### src/rtl/xvbr_pkg.sv
// ----------------------------------------------------------------------------
// xvbr_pkg: shared types and constants of the VBR header parser
// Result record, phase codes, field flags and the phase sequencing function.
// ----------------------------------------------------------------------------
package xvbr_pkg;

    localparam logic [31:0] MAGIC_WORD = 32'h5869_6E67;   // "Xing"
    localparam logic [6:0]  TOC_LENGTH = 7'd100;
    localparam logic [6:0]  WORD_BYTES = 7'd4;

    // Flag bit positions in the flags word
    localparam int FLAG_FRAMES = 0;
    localparam int FLAG_BYTES  = 1;
    localparam int FLAG_TOC    = 2;
    localparam int FLAG_SCALE  = 3;

    typedef enum logic [2:0] {
        PH_MAGIC    = 3'd0,
        PH_FLAGS    = 3'd1,
        PH_FRAMES   = 3'd2,
        PH_BYTES    = 3'd3,
        PH_TOC      = 3'd4,
        PH_SCALE    = 3'd5,
        PH_COMPLETE = 3'd6
    } t_phase;

    typedef enum logic [1:0] {
        KIND_TOC  = 2'd0,
        KIND_OK   = 2'd1,
        KIND_FAIL = 2'd2
    } t_kind;

    typedef struct packed {
        t_kind       kind;
        logic [6:0]  toc_index;
        logic [7:0]  toc_value;
        logic [31:0] flag_word;
        logic [31:0] frame_total;
        logic [31:0] byte_total;
        logic [31:0] quality_scale;
    } t_result;

    // Up to two results caused by one byte, in delivery order
    typedef struct packed {
        logic [1:0] count;
        t_result    first;
        t_result    second;
    } t_push;

    // Next phase after the given one, skipping fields whose flag is clear
    function automatic t_phase f_next_phase(t_phase from, logic [31:0] flags);
        t_phase p;
        p = PH_COMPLETE;
        case (from)
            PH_MAGIC, PH_FLAGS: begin
                if (flags[FLAG_FRAMES])      p = PH_FRAMES;
                else if (flags[FLAG_BYTES])  p = PH_BYTES;
                else if (flags[FLAG_TOC])    p = PH_TOC;
                else if (flags[FLAG_SCALE])  p = PH_SCALE;
            end
            PH_FRAMES: begin
                if (flags[FLAG_BYTES])       p = PH_BYTES;
                else if (flags[FLAG_TOC])    p = PH_TOC;
                else if (flags[FLAG_SCALE])  p = PH_SCALE;
            end
            PH_BYTES: begin
                if (flags[FLAG_TOC])         p = PH_TOC;
                else if (flags[FLAG_SCALE])  p = PH_SCALE;
            end
            PH_TOC: begin
                if (flags[FLAG_SCALE])       p = PH_SCALE;
            end
            default: begin
                p = PH_COMPLETE;
            end
        endcase
        return p;
    endfunction

endpackage

### src/rtl/xvbr_parse.sv
// ----------------------------------------------------------------------------
// xvbr_parse: header parsing state
// Holds the field phase, byte position and words read so far; on every
// accepted byte updates them and produces up to two results.
// ----------------------------------------------------------------------------
module xvbr_parse (
    input  logic              i_clk,
    input  logic              i_rst_n,
    input  logic              i_accept,
    input  logic [7:0]        i_data_byte,
    input  logic              i_last_byte,
    output xvbr_pkg::t_push   o_push
);
    import xvbr_pkg::*;

    t_phase      r_phase,    n_phase;
    logic [6:0]  r_pos,      n_pos;
    logic [31:0] r_shift,    n_shift;
    logic [31:0] r_flags,    n_flags;
    logic [31:0] r_frames,   n_frames;
    logic [31:0] r_bytes,    n_bytes;
    logic        r_settled,  n_settled;

    logic        toc_v;
    t_result     toc_res;
    logic        settle_v;
    t_result     settle_res;

    // Work out the state update and results for the byte on the input
    always_comb begin
        logic [6:0]  pos_inc;
        logic [31:0] shift_in;
        logic        advance;
        t_phase      adv_phase;

        n_phase   = r_phase;
        n_pos     = r_pos;
        n_shift   = r_shift;
        n_flags   = r_flags;
        n_frames  = r_frames;
        n_bytes   = r_bytes;
        n_settled = r_settled;
        toc_v     = 1'b0;
        toc_res   = '0;
        settle_v  = 1'b0;
        settle_res = '0;
        advance   = 1'b0;
        pos_inc   = r_pos + 7'd1;
        shift_in  = {r_shift[23:0], i_data_byte};

        if (!r_settled) begin
            if (r_phase == PH_TOC) begin
                // emit each table entry as it arrives
                toc_v             = 1'b1;
                toc_res.kind      = KIND_TOC;
                toc_res.toc_index = r_pos;
                toc_res.toc_value = i_data_byte;
                n_pos             = pos_inc;
                if (pos_inc >= TOC_LENGTH) advance = 1'b1;
            end else if (r_phase <= PH_SCALE) begin
                n_shift = shift_in;
                n_pos   = pos_inc;
                if (pos_inc >= WORD_BYTES) begin
                    case (r_phase)
                        PH_MAGIC: begin
                            if (shift_in != MAGIC_WORD) begin
                                n_flags   = '0;
                                n_frames  = '0;
                                n_bytes   = '0;
                                settle_v  = 1'b1;
                                settle_res.kind = KIND_FAIL;
                                n_settled = 1'b1;
                            end else begin
                                n_phase = PH_FLAGS;
                                n_pos   = '0;
                                n_shift = '0;
                            end
                        end
                        PH_FLAGS: begin
                            n_flags = shift_in;
                            advance = 1'b1;
                        end
                        PH_FRAMES: begin
                            n_frames = shift_in;
                            advance  = 1'b1;
                        end
                        PH_BYTES: begin
                            n_bytes = shift_in;
                            advance = 1'b1;
                        end
                        default: begin
                            // scale word closes the header
                            n_phase   = PH_COMPLETE;
                            settle_v  = 1'b1;
                            n_settled = 1'b1;
                            settle_res.kind          = KIND_OK;
                            settle_res.flag_word     = r_flags;
                            settle_res.frame_total   = r_flags[FLAG_FRAMES] ? r_frames : '0;
                            settle_res.byte_total    = r_flags[FLAG_BYTES] ? r_bytes : '0;
                            settle_res.quality_scale = r_flags[FLAG_SCALE] ? shift_in : '0;
                        end
                    endcase
                end
            end

            // move to the next flagged field, report success when none is left
            adv_phase = f_next_phase(r_phase, n_flags);
            if (advance) begin
                n_phase = adv_phase;
                n_pos   = '0;
                n_shift = '0;
                if (adv_phase == PH_COMPLETE) begin
                    settle_v  = 1'b1;
                    n_settled = 1'b1;
                    settle_res.kind          = KIND_OK;
                    settle_res.flag_word     = n_flags;
                    settle_res.frame_total   = n_flags[FLAG_FRAMES] ? n_frames : '0;
                    settle_res.byte_total    = n_flags[FLAG_BYTES] ? n_bytes : '0;
                    settle_res.quality_scale = '0;
                end
            end

            // data ended before the header was complete
            if (i_last_byte && !n_settled) begin
                n_flags    = '0;
                n_frames   = '0;
                n_bytes    = '0;
                settle_v   = 1'b1;
                settle_res = '0;
                settle_res.kind = KIND_FAIL;
                n_settled  = 1'b1;
            end
        end else begin
            adv_phase = r_phase;
        end

        // final byte: start over for the next frame
        if (i_last_byte) begin
            n_phase   = PH_MAGIC;
            n_pos     = '0;
            n_shift   = '0;
            n_flags   = '0;
            n_frames  = '0;
            n_bytes   = '0;
            n_settled = 1'b0;
        end
    end

    // Order results: table entry first, then the settling result
    always_comb begin
        o_push.count  = {toc_v & settle_v, toc_v ^ settle_v};
        o_push.first  = toc_v ? toc_res : settle_res;
        o_push.second = settle_res;
        if (!i_accept) o_push.count = 2'd0;
    end

    // Advance the parsing state on each transfer
    always_ff @(posedge i_clk) begin
        if (!i_rst_n) begin
            r_phase   <= PH_MAGIC;
            r_pos     <= '0;
            r_shift   <= '0;
            r_flags   <= '0;
            r_frames  <= '0;
            r_bytes   <= '0;
            r_settled <= 1'b0;
        end else if (i_accept) begin
            r_phase   <= n_phase;
            r_pos     <= n_pos;
            r_shift   <= n_shift;
            r_flags   <= n_flags;
            r_frames  <= n_frames;
            r_bytes   <= n_bytes;
            r_settled <= n_settled;
        end
    end

endmodule

### src/rtl/xvbr_outq.sv
// ----------------------------------------------------------------------------
// xvbr_outq: result queue
// Four-entry register queue taking up to two results per cycle and
// delivering one per output transfer.
// ----------------------------------------------------------------------------
module xvbr_outq (
    input  logic              i_clk,
    input  logic              i_rst_n,
    input  xvbr_pkg::t_push   i_push,
    output logic              o_room,
    output logic              o_valid,
    input  logic              i_ready,
    output xvbr_pkg::t_result o_result
);
    import xvbr_pkg::*;

    t_result     r_entry [4];
    logic [1:0]  r_wr_ptr, n_wr_ptr;
    logic [1:0]  r_rd_ptr, n_rd_ptr;
    logic [2:0]  r_count,  n_count;
    logic        pop;

    // Keep room for the two results a byte can cause
    assign o_room   = (r_count <= 3'd2);
    assign o_valid  = (r_count != 3'd0);
    assign o_result = r_entry[r_rd_ptr];
    assign pop      = o_valid & i_ready;

    always_comb begin
        n_wr_ptr = r_wr_ptr + i_push.count;
        n_rd_ptr = r_rd_ptr + {1'b0, pop};
        n_count  = r_count + {1'b0, i_push.count} - {2'b00, pop};
    end

    // Hold pointers and fill count
    always_ff @(posedge i_clk) begin
        if (!i_rst_n) begin
            r_wr_ptr <= '0;
            r_rd_ptr <= '0;
            r_count  <= '0;
        end else begin
            r_wr_ptr <= n_wr_ptr;
            r_rd_ptr <= n_rd_ptr;
            r_count  <= n_count;
        end
    end

    // Write entries in order
    always_ff @(posedge i_clk) begin
        if (i_push.count != 2'd0) r_entry[r_wr_ptr] <= i_push.first;
        if (i_push.count == 2'd2) r_entry[r_wr_ptr + 2'd1] <= i_push.second;
    end

endmodule

### src/rtl/xing_vbr_header_parser.sv
// ----------------------------------------------------------------------------
// xing_vbr_header_parser: VBR info header parser
// Parses the ancillary bytes of an audio frame for the "Xing" header and
// reports table entries and the header summary.
// ----------------------------------------------------------------------------
// Usage:
//   Input channel (i_in_valid / o_in_ready) carries one ancillary byte per
//   transfer, most significant first; i_last_byte marks the frame's final byte.
//   Output channel (o_out_valid / i_out_ready) carries results: a table entry
//   per table byte, then one success or failure result per frame.
//   Each byte is parsed in the cycle it is taken; its results are registered in
//   a four-entry output queue. Throughput is one byte per cycle while the queue
//   has room; a byte causing two results (last table entry with success, or a
//   table entry cut short by the final byte) needs two output transfers, the
//   extra one absorbed by the queue.
//   o_in_ready drops while fewer than two queue entries are free, so a
//   stalled receiver backs up the input, losing nothing.
//   Reset (synchronous, active low) empties the queue and returns the parser
//   to the magic phase; after every final byte the parser also restarts.
// ----------------------------------------------------------------------------
module xing_vbr_header_parser (
    input  logic        i_clk,
    input  logic        i_rst_n,
    input  logic        i_in_valid,
    output logic        o_in_ready,
    input  logic [7:0]  i_data_byte,
    input  logic        i_last_byte,
    output logic        o_out_valid,
    input  logic        i_out_ready,
    output logic [1:0]  o_kind,
    output logic [6:0]  o_toc_index,
    output logic [7:0]  o_toc_value,
    output logic [31:0] o_flag_word,
    output logic [31:0] o_frame_total,
    output logic [31:0] o_byte_total,
    output logic [31:0] o_quality_scale
);
    import xvbr_pkg::*;

    logic    room;
    logic    accept;
    t_push   push;
    t_result result;

    assign o_in_ready = room;
    assign accept     = i_in_valid & room;

    xvbr_parse u_parse (
        .i_clk       (i_clk),
        .i_rst_n     (i_rst_n),
        .i_accept    (accept),
        .i_data_byte (i_data_byte),
        .i_last_byte (i_last_byte),
        .o_push      (push)
    );

    xvbr_outq u_outq (
        .i_clk    (i_clk),
        .i_rst_n  (i_rst_n),
        .i_push   (push),
        .o_room   (room),
        .o_valid  (o_out_valid),
        .i_ready  (i_out_ready),
        .o_result (result)
    );

    // Unpack the head result onto the output ports
    assign o_kind          = result.kind;
    assign o_toc_index     = result.toc_index;
    assign o_toc_value     = result.toc_value;
    assign o_flag_word     = result.flag_word;
    assign o_frame_total   = result.frame_total;
    assign o_byte_total    = result.byte_total;
    assign o_quality_scale = result.quality_scale;

endmodule
### config.mk
export PLATFORM = sky130hd
export DESIGN_NAME = xing_vbr_header_parser
export DESIGN_NICKNAME = d
export VERILOG_FILES = /design/src/rtl/xvbr_pkg.sv /design/src/rtl/xvbr_parse.sv /design/src/rtl/xvbr_outq.sv /design/src/rtl/xing_vbr_header_parser.sv
export SDC_FILE = /design/constraint.sdc
export NUM_CORES = 1
export LEC_CHECK = 0
export BUFFER_PORTS_ARGS = -buffer_cell sky130_fd_sc_hd__buf_2
export CAP_MARGIN = 20
export CORE_MARGIN = 2
export CORE_UTILIZATION = 57
export CTS_BUF_LIST = sky130_fd_sc_hd__clkbuf_4 sky130_fd_sc_hd__clkbuf_8
export CTS_CLUSTER_DIAMETER = 60
export DETAILED_ROUTE_END_ITERATION = 16
export GPL_ROUTABILITY_DRIVEN = 0
export PLACE_DENSITY = 0.76
export SLEW_MARGIN = 0
export SYNTH_ARGS = -nofsm -noshare
export SYNTH_HDL_FRONTEND = slang
export SYNTH_SLANG_ARGS = --single-unit
### constraint.sdc
create_clock -name i_clk -period 13.86 [get_ports i_clk]
set_input_delay 1.386 -clock i_clk [delete_from_list [all_inputs] [get_ports i_clk]]
set_output_delay 1.386 -clock i_clk [all_outputs]
set_load 0.02 [all_outputs]
==> results.md <==
- CTS Buffer Depth: 3
- Drt pass-1 iters: 8
- Worst-margin pin slew: 1.11 ns
- Comb pwr share: 19.5%
- CP peak stage delay: 0.68 ns
- Sequential share of power: a little under half
- Yosys top cell area share: 49.9%
- HP Start: u_outq.r_entry[2][142]
- RSZ-0062 raised after global routing: false
- Final WL: 82,400 um
- Area growth syn-to-layout: 12.0%
- Post-synthesis sequential area ratio: 62.6%
- Post-CTS Setup Bufs: 0
- Initial DRC Count: about 2,800
- Initial Utilization: roughly 58%
- Maxcap violations: 0
- Gr ovfl total: 0
- EDFF count, synth: 520
- Cell family with most CP delay: simple AND/OR/NAND/NOR gates
- P_leak: between 10 and 15 nW
- # setup viols final: 0
- H-tree depth: 3
- First-pass GRT wire length: 125,000 um
- Power per cell area: ~150 nW/um^2
- Cell accounting for the most synthesized area: edfxtp_1
- Synth area leaders: edfxtp_1 (50%), dfxtp_1 (13%), mux4_2 (10%)
- Post-cts resize count: 0
- Switching portion of total power: 28.7%
- CP startpoint: i_data_byte[5]
- CP Cell Sequence: buf_2 -> nor4bb_1 -> nand4_1 -> nor4_4 -> or3_1 -> o21ai_2 -> a311oi_4 -> or3_1 -> a41oi_1 -> ha_1 -> or2_2 -> nor3_2 -> buf_4 -> nor2_1 -> nor2_1 -> and2_1 -> buf_4 -> a22o_1
- Worst Clk Skew: 0.0257 ns
- NumNets Final: 2,507
- Pwr Total: roughly 5.3 mW
- Synthesized flop and latch total: 718
- Tmin final: about 7.3 ns
- Syn_area_per_cell: 13.2 um^2
- WP buf/inv: 3
- Hold_ws: 0.483 ns
- Mapped cell area: 31,300 um^2
- Critical Path Start Type: primary input
- Vias per std cell: roughly 6.5
- DRC Markers: 0
- Clock power frac: 34.4%
- Crit path capture type: flip-flop
- Core area: 54,000 um^2
- Class of the worst hold path: reg -> reg
- Cell count after synthesis: 2,372
- Slew headroom: 25.6%
- Die area: 56,800 um^2
- Dpl cells: 3,067
- Worst Path Class, Setup: in -> reg
- Syn nets: roughly 2,400
- Initial antenna violation count: 0
- Detailed placement HPWL: about 47,000 um
- Chip Height: 238 um
- Via count: 21,308
- Wire length per cell: approximately 25 um
- # diodes: 0
- Final hold violation count: 0
- Crit path max-delay cell type: and2_1
- Critical R2R Launch: u_parse.r_shift[1]
- # IOs: 160
- Synth Flop Type: edfxtp_1
- Largest net degree at the start of global routing: approximately 120
- CTS tree: yes
- Vias in the first global route: 21,608
- Die width: 238 um
- Layout cells sized above 1: 22.9%
- Arr. time, crit path: between 7 and 8 ns
- Crit-path max FO: 18
- Fraction of the cycle the final worst path needs: a little over half
- Post-synthesis async set-or-reset flop share: 0%
- Status: finished clean
- Yosys warning count: 0
- GR Util All Layers: 29.1%
- WP data required: 14.42 ns
- Clk slew on worst S/H paths: 0.06 ns
- # hold bufs at CTS: 0
- Clk sink count: just over 700
- CTS root buffer: clkbuf_8
- Row count: 85
- Port buffer count: between 150 and 200
- VDD IR max: 130 uV
- Fill count: between 3,000 and 4,000
- Fin cells: between 3,000 and 4,000
- Count of cell types in the netlist: 65
- Inserted Clock Buffers: between 100 and 150
- Internal power: ~3.8 mW
- Slew Limit Fails: 0
- Antenna violation net count after detailed routing: 0
- Peak Freq: 137 MHz
- Worst-Skew Late Latency: between 0.7 and 0.8 ns
- Psw: about 1.5 mW
- Total negative setup slack: 0 ns
==> final cells by class <==
class / instances / area (um^2) / area share, %
Sequential cell: 718 / 19600 / 55.9
Multi-Input combinational cell: 1427 / 10900 / 31.2
Clock buffer: 161 / 1980 / 5.64
Timing Repair Buffer: 220 / 1310 / 3.75
Tap cell: 696 / 871 / 2.49
Clock inverter: 50 / 339 / 0.968
Inverter: 10 / 37.5 / 0.107
==> cell usage after synthesis, types with 3 or more instances <==
| library cell | instances |
|---|---|
| nor4_1 | 4 |
| nand2b_1 | 7 |
| nand4_1 | 4 |
| nor2b_1 | 97 |
| a21boi_0 | 28 |
| nand3b_1 | 3 |
| and2_1 | 143 |
| nand2_1 | 66 |
| edfxtp_1 | 520 |
| xnor2_1 | 5 |
| a31oi_1 | 5 |
| nor3_1 | 9 |
| a211oi_1 | 7 |
| or3_1 | 6 |
| o21ai_0 | 20 |
| dfxtp_1 | 198 |
| o22ai_1 | 3 |
| xor2_1 | 3 |
| buf_1 | 24 |
| or2_2 | 4 |
| a22o_1 | 57 |
| clkbuf_1 | 146 |
| inv_1 | 10 |
| ha_1 | 5 |
| nor3_4 | 4 |
| buf_2 | 37 |
| a22oi_1 | 159 |
| nand3_1 | 37 |
| o21ai_1 | 3 |
| nor4bb_1 | 5 |
| o21a_1 | 3 |
| buf_6 | 10 |
| nor2_1 | 431 |
| a21oi_1 | 72 |
| mux4_2 | 145 |
| a32o_1 | 55 |
==> cells in the final DEF, fill, tap and decap left out, drive strengths merged, types with 6 or more instances in the layout <==
cell | synthesis | layout
edfxtp | 520 | 520
nor2 | 431 | 431
buf | 71 | 220
dfxtp | 198 | 198
clkbuf | 146 | 161
a22oi | 159 | 159
mux4 | 145 | 145
and2 | 143 | 143
nor2b | 97 | 97
a21oi | 72 | 72
nand2 | 66 | 66
a22o | 57 | 57
a32o | 55 | 55
clkinv | 0 | 40
nand3 | 38 | 38
a21boi | 28 | 28
o21ai | 24 | 24
nor3 | 15 | 15
inv | 10 | 13
a211oi | 7 | 7
nand2b | 7 | 7
or3 | 6 | 6
nor4 | 6 | 6
==> metrics by stage <==
step	utilization, %	cell area (um^2)	setup WS, ns
2_1_floorplan	-	31300	3.29
3_3_place_gp	60.4	32600	5.30
6_report	64.9	35000	6.55
5_1_grt	64.9	35000	6.24
4_1_cts	64.7	35000	5.87
3_5_place_dp	60.4	32600	5.15
==> power by group through the flow <==
| stage | combinational [mW] | clock, mW | sequential (mW) |
|---|---|---|---|
| after CTS | 1.03 | 1.83 | 2.43 |
| after floorplan | 0.722 | 0 | 2.44 |
| after global routing | 1.08 | 1.93 | 2.43 |
| after global placement | 1.02 | 0 | 2.47 |
| after detailed placement | 1.03 | 0 | 2.47 |
| final | 1.03 | 1.81 | 2.43 |
==> state kept, by name, indices dropped and copies added, names as in the netlist <==
signal and cells:
u_parse.r_pos 7, u_outq.r_wr_ptr 2, u_parse.r_settled 1, u_parse.r_flags 32, u_outq.r_count 3, u_parse.r_bytes 32
u_outq.r_entry 580, u_parse.r_shift 24, u_parse.r_phase 3, u_outq.r_rd_ptr 2, u_parse.r_frames 32
==> metal layers <==
| layer | wire, um | global-route usage, % | share of wire (%) | vias up |
|---|---|---|---|---|
| li1 | - | - | - | 9139 |
| met1 | 30300 | 37.2 | 37 | 10724 |
| met2 | 40800 | 48.5 | 50 | 1241 |
| met3 | 8040 | 5.61 | 9.8 | 204 |
| met4 | 3220 | 13.0 | 3.9 | 0 |
| met5 | 0 | 0 | 0 | - |
==> worst min-delay path, delay by kind of cell (launching register included) <==
kind	cells	cell delay [ns]
simple gates	1	0.07
compound gates	1	0.06
flops	1	0.32
==> cell families after synthesis <==
family,after synthesis,share of synthesized area (%)
mux,146,10.5
flops,718,62.6
fa+ha+maj,6,0.264
compound gates,433,10.5
buf+inv,227,3.11
simple gates,834,12.9
xor+xnor,8,0.224
==> path summary, 6_finish.rpt <==
| check | cells after the start | endpoint | slack, ns |
|---|---|---|---|
| max | 18 | u_outq.r_entry[1][124] | 6.55 |
| min | 2 | u_outq.r_entry[2][142] | 0.48 |
| max reg2reg | 17 | u_outq.r_entry[1][124] | 6.56 |
| min reg2reg | 2 | u_outq.r_entry[2][142] | 0.48 |
(Power assumes the default switching activity.)
